$ cat src/rtl/scfd_pkg.sv
// Shared types, codes and CRC-8 step function for the stuffed CRC-8 frame decoder.
// No dependencies.
`timescale 1ns / 1ps
`default_nettype none

package scfd_pkg;

   localparam logic [7:0] FLAG_BYTE = 8'h7e;
   localparam logic [7:0] ESC_BYTE  = 8'h7d;

   localparam int STORE_DEPTH = 8;

   localparam logic [2:0] ST_OK      = 3'd0;
   localparam logic [2:0] ST_EMPTY   = 3'd1;
   localparam logic [2:0] ST_UNKNOWN = 3'd2;
   localparam logic [2:0] ST_BADLEN  = 3'd3;
   localparam logic [2:0] ST_BADCRC  = 3'd4;

   localparam logic [1:0] CSR_POLY = 2'd0;
   localparam logic [1:0] CSR_INIT = 2'd1;

   localparam logic [7:0] POLY_RESET = 8'h07;
   localparam logic [7:0] INIT_RESET = 8'h00;

   typedef logic [7:0] byte_type;
   typedef byte_type [STORE_DEPTH-1:0] store_type;

   typedef struct packed {
      logic [2:0]  status;
      logic [7:0]  msg_type;
      logic [55:0] payload;
      logic [2:0]  payload_len;
   } result_type;

   // full frame length (type, payload, crc) for known types 0 to 4
   function automatic logic [5:0] frame_len(input logic [2:0] msg_type);
      logic [5:0] len;
      begin
         unique case (msg_type)
            3'd0: len = 6'd9;
            3'd1: len = 6'd7;
            default: len = 6'd3;
         endcase
         return len;
      end
   endfunction

   // MSB-first, non-reflected CRC-8 over one byte
   function automatic logic [7:0] crc8_step(input logic [7:0] crc, input logic [7:0] data,
                                           input logic [7:0] poly);
      logic [7:0] c;
      begin
         c = crc ^ data;
         for (int i = 0; i < 8; i++) begin
            c = c[7] ? ({c[6:0], 1'b0} ^ poly) : {c[6:0], 1'b0};
         end
         return c;
      end
   endfunction

endpackage

`default_nettype wire

$ cat src/rtl/scfd_classify.sv
// Frame close classification: status, type and payload from the stored frame.
// Depends on scfd_pkg.
`timescale 1ns / 1ps
`default_nettype none

module scfd_classify (
   input  wire scfd_pkg::store_type  store,
   input  wire logic [5:0]           byte_count,
   input  wire logic [7:0]           crc_before_last,
   input  wire logic [7:0]           last_byte,
   output scfd_pkg::result_type      result
);

   logic [2:0] plen;

   assign plen = 3'(byte_count - 6'd2);

   always_comb begin
      result = '0;
      priority if (byte_count == 6'd0) begin
         result.status = scfd_pkg::ST_EMPTY;
      end else if (store[0] >= 8'd5) begin
         result.status   = scfd_pkg::ST_UNKNOWN;
         result.msg_type = store[0];
      end else if (byte_count != scfd_pkg::frame_len(store[0][2:0])) begin
         result.status   = scfd_pkg::ST_BADLEN;
         result.msg_type = store[0];
      end else if (crc_before_last != last_byte) begin
         result.status   = scfd_pkg::ST_BADCRC;
         result.msg_type = store[0];
      end else begin
         result.status      = scfd_pkg::ST_OK;
         result.msg_type    = store[0];
         result.payload_len = plen;
         for (int i = 0; i < scfd_pkg::STORE_DEPTH - 1; i++) begin
            if (3'(i) < plen) begin
               result.payload[8*i +: 8] = store[i+1];
            end
         end
      end
   end

endmodule

`default_nettype wire

$ cat src/rtl/stuffed_crc8_frame_decoder.sv
// Byte-stuffed frame decoder with CRC-8 check, top level.
// Depends on scfd_pkg and scfd_classify.
//
// Usage:
//   req_valid/req_stall/req_rx_byte carry raw received bytes, one per
//   transaction. 0x7e opens and closes a frame, 0x7d makes the next byte
//   literal. Each close gives one transaction on rsp_valid/rsp_stall with
//   status, message type, payload and payload length; other bytes give none.
//   csr_valid/csr_ready/csr_index/csr_wdata write the polynomial (index 0)
//   and the initial CRC value (index 1); csr_ready is always high.
// Timing:
//   A byte is decoded while it sits in the input register, and a closing
//   byte loads its result into the result register, which drives rsp_valid.
//   One byte per cycle is taken while the result register drains.
//   When the receiver stalls with a result waiting, the input register holds
//   its byte and req_stall rises until the result is taken.
// Reset:
//   Synchronous, active high. Clears both registers' valid flags, leaves the
//   block outside a frame and restores polynomial 0x07 and initial value 0x00.
`timescale 1ns / 1ps
`default_nettype none

module stuffed_crc8_frame_decoder #(
   parameter int MAX_FRAME = 32
) (
   input  wire logic        clock,
   input  wire logic        reset,

   input  wire logic        req_valid,
   output logic             req_stall,
   input  wire logic [7:0]  req_rx_byte,

   output logic             rsp_valid,
   input  wire logic        rsp_stall,
   output logic [2:0]       rsp_status,
   output logic [7:0]       rsp_msg_type,
   output logic [55:0]      rsp_payload,
   output logic [2:0]       rsp_payload_len,

   input  wire logic        csr_valid,
   output logic             csr_ready,
   input  wire logic [1:0]  csr_index,
   input  wire logic [7:0]  csr_wdata
);

   localparam logic [5:0] MaxCount = 6'(MAX_FRAME);

   logic [7:0] poly_ff, poly_in;
   logic [7:0] init_ff, init_in;

   logic       in_valid_ff, in_valid_in;
   logic [7:0] in_byte_ff, in_byte_in;

   logic       in_frame_ff, in_frame_in;
   logic       esc_ff, esc_in;
   logic [5:0] count_ff, count_in;
   logic [7:0] crc_run_ff, crc_run_in;
   logic [7:0] crc_before_ff, crc_before_in;
   logic [7:0] last_ff, last_in;
   scfd_pkg::store_type store_ff, store_in;

   logic                 rsp_valid_ff, rsp_valid_in;
   scfd_pkg::result_type rsp_ff, rsp_in;
   scfd_pkg::result_type close_result;

   logic advance;
   logic accept;
   logic take;
   logic close;

   assign csr_ready = 1'b1;
   assign advance   = in_valid_ff && (!rsp_valid_ff || !rsp_stall);
   assign req_stall = in_valid_ff && !advance;
   assign accept    = req_valid && !req_stall;

   always_comb begin
      poly_in = poly_ff;
      init_in = init_ff;
      if (csr_valid) begin
         if (csr_index == scfd_pkg::CSR_POLY) begin
            poly_in = csr_wdata;
         end else if (csr_index == scfd_pkg::CSR_INIT) begin
            init_in = csr_wdata;
         end
      end
   end

   always_comb begin
      in_valid_in = in_valid_ff;
      in_byte_in  = in_byte_ff;
      if (accept) begin
         in_valid_in = 1'b1;
         in_byte_in  = req_rx_byte;
      end else if (advance) begin
         in_valid_in = 1'b0;
      end
   end

   // decode of the byte in the input register
   always_comb begin
      take  = 1'b0;
      close = 1'b0;
      in_frame_in   = in_frame_ff;
      esc_in        = esc_ff;
      count_in      = count_ff;
      crc_run_in    = crc_run_ff;
      crc_before_in = crc_before_ff;
      last_in       = last_ff;
      store_in      = store_ff;
      if (advance) begin
         priority if (!in_frame_ff) begin
            if (in_byte_ff == scfd_pkg::FLAG_BYTE) begin
               in_frame_in   = 1'b1;
               esc_in        = 1'b0;
               count_in      = '0;
               crc_run_in    = init_ff;
               crc_before_in = init_ff;
            end
         end else if (esc_ff) begin
            esc_in = 1'b0;
            take   = 1'b1;
         end else if (in_byte_ff == scfd_pkg::ESC_BYTE) begin
            esc_in = 1'b1;
         end else if (in_byte_ff == scfd_pkg::FLAG_BYTE) begin
            close       = 1'b1;
            in_frame_in = 1'b0;
            count_in    = '0;
         end else begin
            take = 1'b1;
         end
         if (take) begin
            crc_before_in = crc_run_ff;
            crc_run_in    = scfd_pkg::crc8_step(crc_run_ff, in_byte_ff, poly_ff);
            last_in       = in_byte_ff;
            if (count_ff < 6'(scfd_pkg::STORE_DEPTH)) begin
               store_in[count_ff[2:0]] = in_byte_ff;
            end
            if (count_ff < MaxCount) begin
               count_in = count_ff + 6'd1;
            end
         end
      end
   end

   scfd_classify u_classify (
      .store           (store_ff),
      .byte_count      (count_ff),
      .crc_before_last (crc_before_ff),
      .last_byte       (last_ff),
      .result          (close_result)
   );

   always_comb begin
      rsp_valid_in = rsp_valid_ff;
      rsp_in       = rsp_ff;
      if (close) begin
         rsp_valid_in = 1'b1;
         rsp_in       = close_result;
      end else if (rsp_valid_ff && !rsp_stall) begin
         rsp_valid_in = 1'b0;
      end
   end

   always_ff @(posedge clock) begin
      if (reset) begin
         poly_ff       <= scfd_pkg::POLY_RESET;
         init_ff       <= scfd_pkg::INIT_RESET;
         in_valid_ff   <= 1'b0;
         in_frame_ff   <= 1'b0;
         esc_ff        <= 1'b0;
         count_ff      <= '0;
         crc_run_ff    <= scfd_pkg::INIT_RESET;
         crc_before_ff <= scfd_pkg::INIT_RESET;
         last_ff       <= '0;
         rsp_valid_ff  <= 1'b0;
      end else begin
         poly_ff       <= poly_in;
         init_ff       <= init_in;
         in_valid_ff   <= in_valid_in;
         in_frame_ff   <= in_frame_in;
         esc_ff        <= esc_in;
         count_ff      <= count_in;
         crc_run_ff    <= crc_run_in;
         crc_before_ff <= crc_before_in;
         last_ff       <= last_in;
         rsp_valid_ff  <= rsp_valid_in;
      end
   end

   always_ff @(posedge clock) begin
      in_byte_ff <= in_byte_in;
      store_ff   <= store_in;
      rsp_ff     <= rsp_in;
   end

   assign rsp_valid       = rsp_valid_ff;
   assign rsp_status      = rsp_ff.status;
   assign rsp_msg_type    = rsp_ff.msg_type;
   assign rsp_payload     = rsp_ff.payload;
   assign rsp_payload_len = rsp_ff.payload_len;

endmodule

`default_nettype wire

$ cat config.mk
export PLATFORM = sky130hd
export DESIGN_NAME = stuffed_crc8_frame_decoder
export DESIGN_NICKNAME = d
export VERILOG_FILES = /design/src/rtl/scfd_pkg.sv /design/src/rtl/scfd_classify.sv /design/src/rtl/stuffed_crc8_frame_decoder.sv
export SDC_FILE = /design/constraint.sdc
export NUM_CORES = 1
export LEC_CHECK = 0
export BUFFER_PORTS_ARGS = -buffer_cell sky130_fd_sc_hd__buf_2
export CAP_MARGIN = 30
export CORE_MARGIN = 2
export CORE_UTILIZATION = 35
export CTS_BUF_LIST = sky130_fd_sc_hd__clkbuf_8
export DETAILED_ROUTE_END_ITERATION = 8
export HOLD_SLACK_MARGIN = 0.05
export SLEW_MARGIN = 0
export SYNTH_ARGS = -nofsm -noshare
export SYNTH_HDL_FRONTEND = slang
export SYNTH_SLANG_ARGS = --single-unit
$ cat constraint.sdc
create_clock -name clock -period 12.34 [get_ports clock]
set_input_delay 1.234 -clock clock [delete_from_list [all_inputs] [get_ports clock]]
set_output_delay 1.234 -clock clock [all_outputs]
set_load 0.03 [all_outputs]
==> results.md <==
Detailed routing:
- The detail route stage leaves a number of antenna-violating nets equal to 0.
- The DRC violation total after the first TritonRoute iteration is 342.
- The routed wire length is 19500 um.
- For this run, design rule violations remaining after detail routing come to 0.
- The wire length per cell after detailed routing is approximately 17 um.
- The vias after detailed routing is 5822.
- The ratio of routed vias to standard cells is 4.94.
- The total iterations of the first detailed-routing run is 5.

Power and ir drop:
- The total power per unit cell area is approximately 130 nW/um2.
- The analysis attributes to cell leakage a power of 3.28 nW.
- The worst ir drop on vdd is roughly 0.073 mV.

Final layout:
- The number of nets in the layout is 871.
- In the final layout, the multi-input gates occupy approximately 3200 um2.
- The number of antenna diodes is 0.
- The top cell types in the final layout, fill and taps aside, are sky130_fd_sc_hd__edfxtp_1, sky130_fd_sc_hd__buf_2, sky130_fd_sc_hd__nor2_1, sky130_fd_sc_hd__nand2_1, sky130_fd_sc_hd__and2_1.
- After filler insertion, the fill cell instance count of the layout stands at 2326.
- The fraction of layout instances using a drive strength above 1 is 17.8%.
- The synthesis-to-layout area growth is 14.1%.
- The storage element area is 5270 um2.
- Leaving out fill and tap cells, the most frequent cell in the layout is sky130_fd_sc_hd__edfxtp_1.

Synth:
- The synthesized-area fraction occupied by xor and xnor cells is under 10%.
- Counting every instance in the synthesized netlist gives 760.
- Summed over all instances, the cell type with the most area after synthesis is sky130_fd_sc_hd__edfxtp_1.
- The number of nets produced by synthesis is 790.
- The main combinational cell family by area after synthesis is simple AND/OR/NAND/NOR gates.
- The mapped netlist covers 8680 um2.
- The Yosys step of the flow raised 0 warnings.
- The number of enable flip-flop cells after synthesis is 142.
- The mean post-synth cell area is 11.4 um2.
- The number of different library cells used by synthesis comes to 63.
- The synthesized netlist devotes about a tenth of its cell area to compound gates.
- The total of flip-flops plus latches after synthesis is 192.
- The area share of the leading cell type in the synthesized netlist is 49.1%.
- Of the post-synthesis cell area, the part taken by muxes is around 1.5%.
- After Yosys synthesis, full adders, half adders and majority gates account for 1.01% of the synthesized area.
- The most used flip-flop cell after synthesis is sky130_fd_sc_hd__edfxtp_1.
- In the post-synthesis netlist, the biggest area contributors are sky130_fd_sc_hd__edfxtp_1, sky130_fd_sc_hd__dfxtp_1, sky130_fd_sc_hd__xnor2_1.
- In the synthesized netlist the async set-or-reset flop fraction comes to 0%.
- The share of the Yosys chip area taken by registers is 60.6%.
- The synthesized netlist devotes 17.3% of its cell area to simple gates.

Setup path:
- The worst setup path is launched from a flip-flop.
- In this run the critical register-to-register path is launched from in_byte_ff[7]$_DFFE_PP_.
- The kind of cell adding the most delay to the critical path is compound AO/OA/AOI/OAI gates.
- The most prevalent standard cell on the critical path is sky130_fd_sc_hd__xnor2_2.
- STA classifies the critical path endpoint as a flip-flop.
- The most critical setup path has its startpoint at in_byte_ff[7]$_DFFE_PP_.
- The largest fanout on the critical path is 14.
- STA puts the critical path data required time at 12.67 ns.
- The data arrival at the endpoint of the critical path is 5.29 ns.
- The critical path class is flip-flop to flip-flop.
- The buffering stage count on the worst path with inverters included is 0.
- The signal on the critical path passes through xnor2_2, xnor2_2, nor3_1, a311o_1, o21bai_1, nand4_1, and4_1, nor2_1, mux2_2, o21ai_0, a32oi_1, xnor3_1, o22ai_2.
- The longest individual stage delay on the worst path is 0.72 ns.
- The slowest stage of the critical path is the sky130_fd_sc_hd__o21bai_1 cell.

Clock network:
- The maximum buffer depth of the clock tree is 2.
- The TritonCTS clock tree is built.
- The clock insertion delay at the later pin of the skew report is between 0.4 and 0.5 ns.
- The clock tree root driver cell is sky130_fd_sc_hd__clkbuf_8.
- After clock tree synthesis, the clock-pin slew on the worst setup and hold paths is between 0.1 and 0.15 ns.
- Counting the buffers created by CTS gives 17.
- In this run, post-CTS repair resized a total of 0 instances.
- The total number of H-tree levels is 4.
- The clock net in this run drives a total of 192 sinks.
- Post-CTS timing repair inserted 0 buffers for setup.
- The count of hold buffers inserted by post-cts repair is 0.

STA:
- The worst path meets setup with 7.38 ns of slack.
- Setup repair after global routing left no endpoint under its margin.
- The worst slew slack as a fraction of its limit is approximately 36%.
- The final setup violation count is 0.
- The final worst-path cycle share is 40.2%.
- The clock skew is 0.0190 ns.
- The slew of the pin with the lowest slew margin is 0.966 ns.
- Timing would allow up to 202 MHz.
- The number of pins exceeding their max-slew limit in the final report came to 0.
- The hold violation count in the final report was 0.
- The final-layout setup total negative slack is 0 ns.
- The post-layout minimum cycle time is 4.96 ns.

Min path:
- The hold path startpoint is last_ff[4]$_SDFFE_PP0P_.
- The classification of the worst-slack hold path is flip-flop to flip-flop.

Placed design:
- Routability-driven placement finished with a final weighted congestion of between 0.8 and 0.9.
- The post-detailed-placement half-perimeter wirelength is about 13000 um.
- Buffers placed on the I/O ports in this run total 94.
- At the placement stage, the worst setup path has a slack of 7.46 ns.

Floorplanning:
- The height of the die is 162 um.
- The initial utilization of the core area, before any placement, comes to between 30% and 40%.
- The die outline width is about 160 um.
- The floorplan step defined a core boundary enclosing 24300 um2.
- After floorplanning, the core was divided into 57 placement rows.
- The area enclosed by the die boundary is 26100 um2.
- 96 I/O pins were placed.

Global routing:
- Entering global routing, the biggest net connects 52 pins.
- The via count of the first global-routing pass was ~5400.
- The initial antenna violation count came to 0.
- The sum of overflow across all layers after global routing is 0.
- The overall routing resource usage is 15.2%.
- The first-pass GRT wire length is 30600 um.

Run:
- The number of max-cap violations is 0.

Status:
- The flow ran to the end, and the final reports show no timing, DRC or antenna violations.
## stage by stage
step	cells	area [um2]	hold slack, ns	util (%)	power, mW
finish	1178	9910	0.475	40.7	1.26
global route	1178	9910	0.495	40.7	1.31
CTS	1178	9910	0.476	40.7	1.27
detailed placement	1146	9490	0.463	39.0	0.857
global placement	1145	9470	0.457	39.0	0.856
floorplan	760	8680	0.449	-	0.821
## final timing paths
path                                                    to  slack (ns)  depth (start not counted)
worst min-delay path               last_ff[4]$_SDFFE_PP0P_        0.47                          2
worst min register to register     last_ff[4]$_SDFFE_PP0P_        0.47                          2
worst max register to register  crc_run_ff[4]$_SDFFE_PP0P_        7.38                         13
worst max-delay path            crc_run_ff[4]$_SDFFE_PP0P_        7.38                         13
## synthesized netlist by cell type (3+ instances only)
library cell / n
sky130_fd_sc_hd__o22ai_1: 4
sky130_fd_sc_hd__nor3_1: 21
sky130_fd_sc_hd__a211o_1: 8
sky130_fd_sc_hd__xnor2_1: 47
sky130_fd_sc_hd__dfxtp_1: 50
sky130_fd_sc_hd__a32oi_1: 8
sky130_fd_sc_hd__edfxtp_1: 142
sky130_fd_sc_hd__inv_1: 9
sky130_fd_sc_hd__o31a_1: 3
sky130_fd_sc_hd__o211ai_1: 4
sky130_fd_sc_hd__nor2b_1: 6
sky130_fd_sc_hd__a31oi_1: 6
sky130_fd_sc_hd__ha_1: 7
sky130_fd_sc_hd__buf_1: 3
sky130_fd_sc_hd__nand3_1: 22
sky130_fd_sc_hd__nor4_1: 7
sky130_fd_sc_hd__a311oi_1: 5
sky130_fd_sc_hd__nand3b_1: 3
sky130_fd_sc_hd__a21oi_1: 39
sky130_fd_sc_hd__o21ai_0: 26
sky130_fd_sc_hd__and2_1: 60
sky130_fd_sc_hd__nand4_1: 6
sky130_fd_sc_hd__xor2_1: 11
sky130_fd_sc_hd__and3_1: 24
sky130_fd_sc_hd__or2_2: 3
sky130_fd_sc_hd__clkbuf_1: 35
sky130_fd_sc_hd__nor2_1: 70
sky130_fd_sc_hd__a21o_1: 5
sky130_fd_sc_hd__nand2_1: 64
sky130_fd_sc_hd__a211oi_1: 10
sky130_fd_sc_hd__mux2i_1: 11
## power by group
part           internal (mW)  switching (mW)
Clock                  0.174           0.247
Sequential             0.694          0.0155
Combinational         0.0555          0.0788
Total                  0.923           0.341
## area by class of cell
cell class	count	area share, %
Timing Repair Buffer	102	5.39
Tap cell	324	4.09
Clock buffer	17	2.36
Clock inverter	15	1.89
Sequential cell	192	53.1
Multi-Input combinational cell	519	32.8
Inverter	9	0.341
## cells by family after synthesis
| group | after synthesis |
|---|---|
| compound gates | 138 |
| xor+xnor | 62 |
| other cells | 1 |
| buf+inv | 49 |
| flops | 192 |
| simple gates | 298 |
| mux | 13 |
| fa+ha+maj | 7 |
## routing by layer
layer	wire length [um]	GRT usage, %
met5	0	0
met4	320	4.46
met3	851	3.13
met2	8720	23.2
met1	9580	21.9
## tightest hold or removal path: stages (launching register included)
cell	delay, ns
sky130_fd_sc_hd__dfxtp_1	0.33
sky130_fd_sc_hd__nand2_1	0.05
sky130_fd_sc_hd__a21oi_1	0.05
## registers in the layout (all words and copies together) (netlist names)
signal	count
count_ff	6
crc_before_ff	8
crc_run_ff	8
esc_ff	1
in_byte_ff	8
in_frame_ff	1
in_valid_ff	1
init_ff	8
last_ff	8
poly_ff	8
rsp_msg_type	8
rsp_payload	56
rsp_payload_len	3
rsp_status	3
rsp_valid	1
store_ff	64
Power figures use the tool's default switching activity.
